[config.mk]
export PLATFORM = sky130hd
export DESIGN_NAME = wifi_mgmt_element_finder_top_flat
export DESIGN_NICKNAME = d
export VERILOG_FILES = /design/src/wmef_pkg.sv /design/src/wmef_in_if.sv /design/src/wmef_out_if.sv /design/src/wmef_walker.sv /design/src/wifi_mgmt_element_finder_top.sv /design/src/flat_wrapper.sv
export SDC_FILE = /design/constraint.sdc
export NUM_CORES = 1
export LEC_CHECK = 0
export ABC_CLOCK_PERIOD_IN_PS = 3850
export BUFFER_PORTS_ARGS = -buffer_cell sky130_fd_sc_hd__buf_2
export CAP_MARGIN = 0
export CORE_MARGIN = 2
export CORE_UTILIZATION = 59
export DETAILED_ROUTE_END_ITERATION = 12
export PLACE_DENSITY = 0.8
export SYNTH_ARGS = -nofsm -noshare
export SYNTH_HDL_FRONTEND = slang
export SYNTH_SLANG_ARGS = --single-unit
[constraint.sdc]
create_clock -name clk -period 3.85 [get_ports clk]
set_clock_uncertainty 0.05 [all_clocks]
set_input_delay 0.77 -clock clk [delete_from_list [all_inputs] [get_ports clk]]
set_output_delay 0.77 -clock clk [all_outputs]
set_load 0.03 [all_outputs]
[src/wmef_pkg.sv]
// package: word types, walk phases and fixed-parameter lengths for the element finder
`timescale 1ns / 1ps

package wmef_pkg;

	localparam int unsigned MAX_FRAME_BYTES_DEF = 255;
	localparam int unsigned HEADER_BYTES        = 24;
	localparam int unsigned FCS_BYTES           = 4;
	localparam int unsigned TLV_HDR_BYTES       = 2;
	localparam logic [1:0]  TYPE_MGMT           = 2'd0;
	localparam logic [8:0]  POS_LIMIT           = 9'd511;

	typedef struct packed {
		logic [7:0] frame_byte;
		logic       frame_start;
		logic [7:0] frame_length;
		logic [7:0] wanted_tag;
	} in_word_t;

	typedef struct packed {
		logic       found;
		logic [7:0] content_offset;
		logic [7:0] content_length;
	} out_word_t;

	typedef enum logic [1:0] {
		PH_IDLE = 2'd0,
		PH_TAG  = 2'd1,
		PH_LEN  = 2'd2
	} phase_t;

	// fixed-parameter bytes of a management frame, by subtype
	function automatic logic [3:0] fixed_len(input logic [3:0] subtype);
		logic [3:0] len;
		unique case (subtype)
			4'd0:    len = 4'd4;
			4'd1:    len = 4'd6;
			4'd2:    len = 4'd10;
			4'd3:    len = 4'd6;
			4'd5:    len = 4'd12;
			4'd8:    len = 4'd12;
			4'd10:   len = 4'd2;
			4'd11:   len = 4'd6;
			4'd12:   len = 4'd2;
			default: len = 4'd0;
		endcase
		return len;
	endfunction

endpackage

[src/wmef_in_if.sv]
// interface: frame byte channel
`timescale 1ns / 1ps

interface wmef_in_if;
	logic              valid;
	logic              ready;
	wmef_pkg::in_word_t data;

	modport source (output valid, output data, input ready);
	modport sink (input valid, input data, output ready);
endinterface

[src/wmef_out_if.sv]
// interface: search result channel
`timescale 1ns / 1ps

interface wmef_out_if;
	logic               valid;
	logic               ready;
	wmef_pkg::out_word_t data;

	modport source (output valid, output data, input ready);
	modport sink (input valid, input data, output ready);
endinterface

[src/wmef_walker.sv]
// module: per-byte element walk state and result decision
`timescale 1ns / 1ps

module wmef_walker #(
	parameter int unsigned MAX_FRAME_BYTES = wmef_pkg::MAX_FRAME_BYTES_DEF
) (
	input  logic                clk,
	input  logic                arst_n,
	input  logic                step,
	input  wmef_pkg::in_word_t  word,
	output logic                res_valid,
	output wmef_pkg::out_word_t res
);
	import wmef_pkg::*;

	localparam int unsigned LenCap = (MAX_FRAME_BYTES > 255) ? 255 : MAX_FRAME_BYTES;

	logic [8:0] pos_q, pos_d;
	logic [8:0] nes_q, nes_d;
	logic [7:0] body_end_q, body_end_d;
	logic [7:0] tag_q, tag_d;
	phase_t     phase_q, phase_d;
	logic       matched_q, matched_d;

	logic [7:0] len_clamped;
	logic [3:0] fixed;
	logic [8:0] first_start;
	logic [7:0] start_body_end;
	logic [8:0] next_start;
	logic [8:0] content_pos;

	always_comb begin
		len_clamped    = (word.frame_length > 8'(LenCap)) ? 8'(LenCap) : word.frame_length;
		start_body_end = (len_clamped >= 8'(FCS_BYTES)) ? (len_clamped - 8'(FCS_BYTES)) : 8'd0;
		fixed          = (word.frame_byte[3:2] == TYPE_MGMT) ?
			fixed_len(word.frame_byte[7:4]) : 4'd0;
		first_start    = 9'(HEADER_BYTES) + {5'd0, fixed};
		content_pos    = nes_q + 9'(TLV_HDR_BYTES);
		next_start     = content_pos + {1'b0, word.frame_byte};
	end

	// next state and result
	always_comb begin
		pos_d      = pos_q;
		nes_d      = nes_q;
		body_end_d = body_end_q;
		tag_d      = tag_q;
		phase_d    = phase_q;
		matched_d  = matched_q;
		res_valid  = 1'b0;
		res        = '0;
		if (word.frame_start) begin
			body_end_d = start_body_end;
			tag_d      = word.wanted_tag;
			matched_d  = 1'b0;
			nes_d      = first_start;
			if (first_start >= {1'b0, start_body_end}) begin
				res_valid = 1'b1;
				phase_d   = PH_IDLE;
			end else begin
				phase_d = PH_TAG;
			end
		end else begin
			unique case (phase_q)
				PH_TAG: begin
					if (pos_q == nes_q) begin
						matched_d = (word.frame_byte == tag_q);
						phase_d   = PH_LEN;
					end
				end
				PH_LEN: begin
					if (matched_q) begin
						res_valid          = 1'b1;
						res.found          = 1'b1;
						res.content_offset = content_pos[7:0];
						res.content_length = word.frame_byte;
						phase_d            = PH_IDLE;
					end else begin
						nes_d = next_start;
						if (next_start >= {1'b0, body_end_q}) begin
							res_valid = 1'b1;
							phase_d   = PH_IDLE;
						end else begin
							phase_d = PH_TAG;
						end
					end
					matched_d = 1'b0;
				end
				default: phase_d = PH_IDLE;
			endcase
		end
		if (word.frame_start) begin
			pos_d = 9'd1;
		end else if (pos_q != POS_LIMIT) begin
			pos_d = pos_q + 9'd1;
		end
	end

	always_ff @(posedge clk or negedge arst_n) begin
		if (!arst_n) begin
			pos_q      <= '0;
			nes_q      <= '0;
			body_end_q <= '0;
			tag_q      <= '0;
			phase_q    <= PH_IDLE;
			matched_q  <= 1'b0;
		end else if (step) begin
			pos_q      <= pos_d;
			nes_q      <= nes_d;
			body_end_q <= body_end_d;
			tag_q      <= tag_d;
			phase_q    <= phase_d;
			matched_q  <= matched_d;
		end
	end

	a_found_from_len: assert property (@(posedge clk) disable iff (!arst_n)
		step && res_valid && res.found |-> phase_q == PH_LEN && !word.frame_start)
		else $error("found result outside length byte");

	a_miss_zero: assert property (@(posedge clk) disable iff (!arst_n)
		res_valid && !res.found |-> res.content_offset == 8'd0 && res.content_length == 8'd0)
		else $error("not-found result carries nonzero fields");

	a_decided_idle: assert property (@(posedge clk) disable iff (!arst_n)
		step && res_valid |=> phase_q == PH_IDLE)
		else $error("walk continues after result");

	a_idle_stays: assert property (@(posedge clk) disable iff (!arst_n)
		step && !word.frame_start && phase_q == PH_IDLE |=> phase_q == PH_IDLE)
		else $error("walk left idle without frame start");

endmodule

[src/wifi_mgmt_element_finder_top.sv]
// top level: information element finder with input and result registers
//
// channel   dir  word fields
// frames    in   frame_byte, frame_start, frame_length, wanted_tag
// results   out  found, content_offset, content_length
//
// one frame byte per cycle while results are not stalled; the deciding byte passes the
// input register, then the walk logic writes the result register
// a stalled result holds the result register; the input register still fills
// arst_n clears valid flags and the walk state to idle
`timescale 1ns / 1ps

module wifi_mgmt_element_finder_top #(
	parameter int unsigned MAX_FRAME_BYTES = wmef_pkg::MAX_FRAME_BYTES_DEF
) (
	input logic        clk,
	input logic        arst_n,
	wmef_in_if.sink    frames,
	wmef_out_if.source results
);
	import wmef_pkg::*;

	logic      valid_s1;
	in_word_t  data_s1;
	logic      out_valid_q;
	out_word_t out_data_q;
	logic      out_free;
	logic      advance;
	logic      res_valid;
	out_word_t res;

	assign out_free     = !out_valid_q || results.ready;
	assign advance      = valid_s1 && out_free;
	assign frames.ready = !valid_s1 || out_free;

	always_ff @(posedge clk or negedge arst_n) begin
		if (!arst_n) begin
			valid_s1 <= 1'b0;
		end else if (frames.ready) begin
			valid_s1 <= frames.valid;
		end
	end

	always_ff @(posedge clk) begin
		if (frames.ready && frames.valid) begin
			data_s1 <= frames.data;
		end
	end

	wmef_walker #(
		.MAX_FRAME_BYTES(MAX_FRAME_BYTES)
	) u_walker (
		.clk      (clk),
		.arst_n   (arst_n),
		.step     (advance),
		.word     (data_s1),
		.res_valid(res_valid),
		.res      (res)
	);

	always_ff @(posedge clk or negedge arst_n) begin
		if (!arst_n) begin
			out_valid_q <= 1'b0;
		end else if (out_free) begin
			out_valid_q <= advance && res_valid;
		end
	end

	always_ff @(posedge clk) begin
		if (advance && res_valid) begin
			out_data_q <= res;
		end
	end

	assign results.valid = out_valid_q;
	assign results.data  = out_data_q;

endmodule

[src/flat_wrapper.sv]
// flat-port wrapper written by rule: the top's interface ports become plain ports
module wifi_mgmt_element_finder_top_flat import wmef_pkg::*;
#(
	parameter int unsigned MAX_FRAME_BYTES = wmef_pkg::MAX_FRAME_BYTES_DEF
)
  (clk, arst_n, frames_valid, frames_data, frames_ready, results_valid, results_data, results_ready);
  wmef_in_if frames_i ();
  wmef_out_if results_i ();
  input logic clk;
  input logic arst_n;
  input wire logic [$bits(frames_i.valid)-1:0] frames_valid;
  input wire logic [$bits(frames_i.data)-1:0] frames_data;
  output wire logic [$bits(frames_i.ready)-1:0] frames_ready;
  output wire logic [$bits(results_i.valid)-1:0] results_valid;
  output wire logic [$bits(results_i.data)-1:0] results_data;
  input wire logic [$bits(results_i.ready)-1:0] results_ready;
  assign frames_i.valid = frames_valid;
  assign frames_i.data = frames_data;
  assign frames_ready = frames_i.ready;
  assign results_valid = results_i.valid;
  assign results_data = results_i.data;
  assign results_i.ready = results_ready;
  wifi_mgmt_element_finder_top #(.MAX_FRAME_BYTES(MAX_FRAME_BYTES)) u_core (.clk(clk), .arst_n(arst_n), .frames(frames_i), .results(results_i));
endmodule
==> out/qor.txt <==
CTS buffer count -> 9
hold path depth -> 2
area growth from synthesis to layout -> 13.6%
Max-Cap Viols -> 0
Ys Warns -> 0
drt total wl -> 9320 um
TritonCTS clock tree -> yes
Crit Path Max Fanout -> 17
share of layout cells above drive strength 1 -> 17.1%
vias post-DR -> 3316
fill count -> 561
RR Startpoint -> u_core.u_walker.nes_q[1]
CP Data Required Time -> 3900 ps
relative slew slack -> 35.9%
period utilisation layout -> 94.9%
Data arrival, critical path -> 3710 ps
TritonCTS sink count -> 84
post-cts sizing count -> 0
Diodes inserted -> 0
Final GP Congestion -> 0.982
Fmax -> 0.274 GHz
Pre-Repair DR Iteration Count -> 6
routed vias/inst -> 5.80
hold worst-path end -> u_core.u_walker.tag_q[1]
FF-to-FF End -> u_core.results.data[10]
Root Buffer -> clkbuf_8
shortest clock period the worst path allows after layout -> 3660 ps
reg2reg setup slack -> 190 ps
DRC -> 0
Total GRT Usage -> 24.0%
Hold Slack -> 392 ps
Reg2Reg Depth -> 12
Max Slew Vio Count -> 0
Synth area leaders -> edfxtp_1, dfrtp_1, ha_1
Avg Cell Area, Syn -> 10.8 um^2
synthesized flop and latch total -> 84
clock-pin slew on the worst setup and hold paths -> 90 ps
Cell Area, Synth -> 0.00444 mm^2
CTS max path bufs -> 2
FP Rows -> 31
largest net degree at the start of global routing -> 40
Post-synth top flop -> edfxtp_1
area of the multi-input gates -> 0.00202 mm^2
Syn Nets -> 475
initial antenna violation count -> 0
P per Cell Area -> 635 mW/mm^2
Initial Util -> 61.2%
IO Port Bufs -> 47
die area -> 0.00823 mm^2
Critical Path Start Type -> flip-flop
core box area -> 0.00725 mm^2
I/O pin total -> 48
Worst Min Path Start -> u_core.data_s1[1]
Worst-Margin Slew -> 954 ps
Fin. Hold Viols -> 0
Post-synth EDFFs -> 42
Critical Path Sink Type -> flip-flop
post-CTS setup buffer count -> 0
GR Overflow Total -> 0
DP Wirelength -> 6830 um
hold_buf cts -> 0
Final setup violation count -> 0
sequential share of the synthesized area -> 51.7%
FF/Latch Area -> 0.00230 mm^2
Max VDD drop -> 0.337 mV
drt initial violations -> 308
ys async rst share -> 46.4%
outcome -> finished clean
post-synth top area share -> 28.4%
post-route ant nets -> 0
first-pass GRT wire length -> 15200 um
synth unique cells -> 52
TNS Setup -> 0 ps
later-pin clock latency in the skew report -> 360 ps
RSZ-0062 raised after global routing -> false
final core utilization -> 69.6%
Die H -> 90.7 um
# H-tree levels -> 3
vias in the first global route -> 3149
cell taking the most area after synthesis -> edfxtp_1
leakage -> 2.33 nW
synthesized instance count -> 412
Hold Path Class -> reg -> reg
Nets -> 531
width of the die -> 90.7 um
routed length per placed instance -> 16.3 um
critical setup path kind -> reg -> reg
==> critical path: stages (launching register included) <==
cell	delay [ps]
dfrtp_1	470
ha_1	370
ha_1	360
a21o_1	200
a21oi_1	170
xnor2_1	170
ha_1	290
a21o_1	180
a211o_1	280
o221ai_1	180
o311a_1	230
nand2_1	90
a31o_4	340
==> registers in the layout (all words and copies together) (netlist names), named ones only <==
| register | flops |
|---|---|
| u_core.results.data | 17 |
| u_core.u_walker.phase_q | 2 |
| u_core.valid_s1 | 1 |
| u_core.u_walker.body_end_q | 8 |
| u_core.u_walker.nes_q | 9 |
| u_core.results.valid | 1 |
| u_core.u_walker.matched_q | 1 |
| u_core.data_s1 | 25 |
| u_core.u_walker.tag_q | 8 |
| u_core.u_walker.pos_q | 9 |
==> cell families after synthesis <==
logic type	after synthesis	synth area share (%)
multiplexers	10	2.37
buffers and inverters	34	2.87
flip-flops	84	51.7
XOR/XNOR	37	7.30
AND/OR/NAND/NOR	136	14.8
adder cells (fa/ha/maj)	34	9.75
AO/OA/AOI/OAI	77	11.1
==> layout make-up <==
cell class	count	share of cell area, %
Clock buffer	12	3.30
Tap cell	99	2.46
Clock inverter	4	1.04
Inverter	25	1.86
Timing Repair Buffer	54	5.70
Sequential cell	84	45.5
Multi-Input combinational cell	294	40.1
==> power by group <==
group	internal, W	leakage, nW	total (W)	switching, W
clock	0.000360	0.109	0.000681	0.000321
sequential	0.00111	0.918	0.00126	0.000158
combinational	0.000536	1.30	0.00126	0.000725
==> synth_stat cells (all sizes together) (8+ instances only) <==
cell type,n
and2,8
xnor2,16
nand2,58
inv,25
dfrtp,39
nor2,19
and3,17
clkbuf,9
o21ai,25
ha,33
edfxtp,42
xor2,21
a21oi,14
==> placed cells by master (no fill, tap or decap), types with 5 or more instances in the layout <==
cell type   n
inv_1      24
mux2i_1     6
and3_1     17
buf_4       7
nand3_1     7
ha_1       33
xor2_1     21
edfxtp_1   42
nor2_1     19
nand2_1    58
o21ai_0    22
and2_1      8
xnor2_1    16
buf_2      47
clkbuf_8   10
o31ai_1     5
dfrtp_1    39
a21oi_1    14
==> through the flow <==
stage	setup slack (ps)	total power (W)	cells	area, um^2
finish	195	0.00320	572	5040
global route	43.7	0.00341	572	5040
CTS	179	0.00316	572	5040
detailed placement	204	0.00248	556	4820
global placement	227	0.00244	556	4820
floorplan	482	0.00215	412	4440
==> worst max-delay path by stage <==
stage | startpoint | end | slack, ps | cells after the start
after floorplan | u_core.data_s1[10] | u_core.results.data[0] | 480 | 13
after global placement | u_core.data_s1[10] | u_core.results.data[15] | 230 | 12
after detailed placement | u_core.data_s1[10] | u_core.results.data[15] | 200 | 12
after CTS | u_core.u_walker.nes_q[1] | u_core.results.data[9] | 180 | 13
after global routing | u_core.u_walker.nes_q[1] | u_core.results.data[3] | 40 | 13
final | u_core.u_walker.nes_q[1] | u_core.results.data[10] | 190 | 12
==> metal layers <==
metal  wire (um)  GRT usage (%)  vias to the layer above
li1            -              -                     1576
met1        4070           31.2                     1609
met2        4500           39.9                      107
met3         532           4.26                       24
met4         220           9.62                        0
met5           0              0                        -
Power figures use the tool's default switching activity.
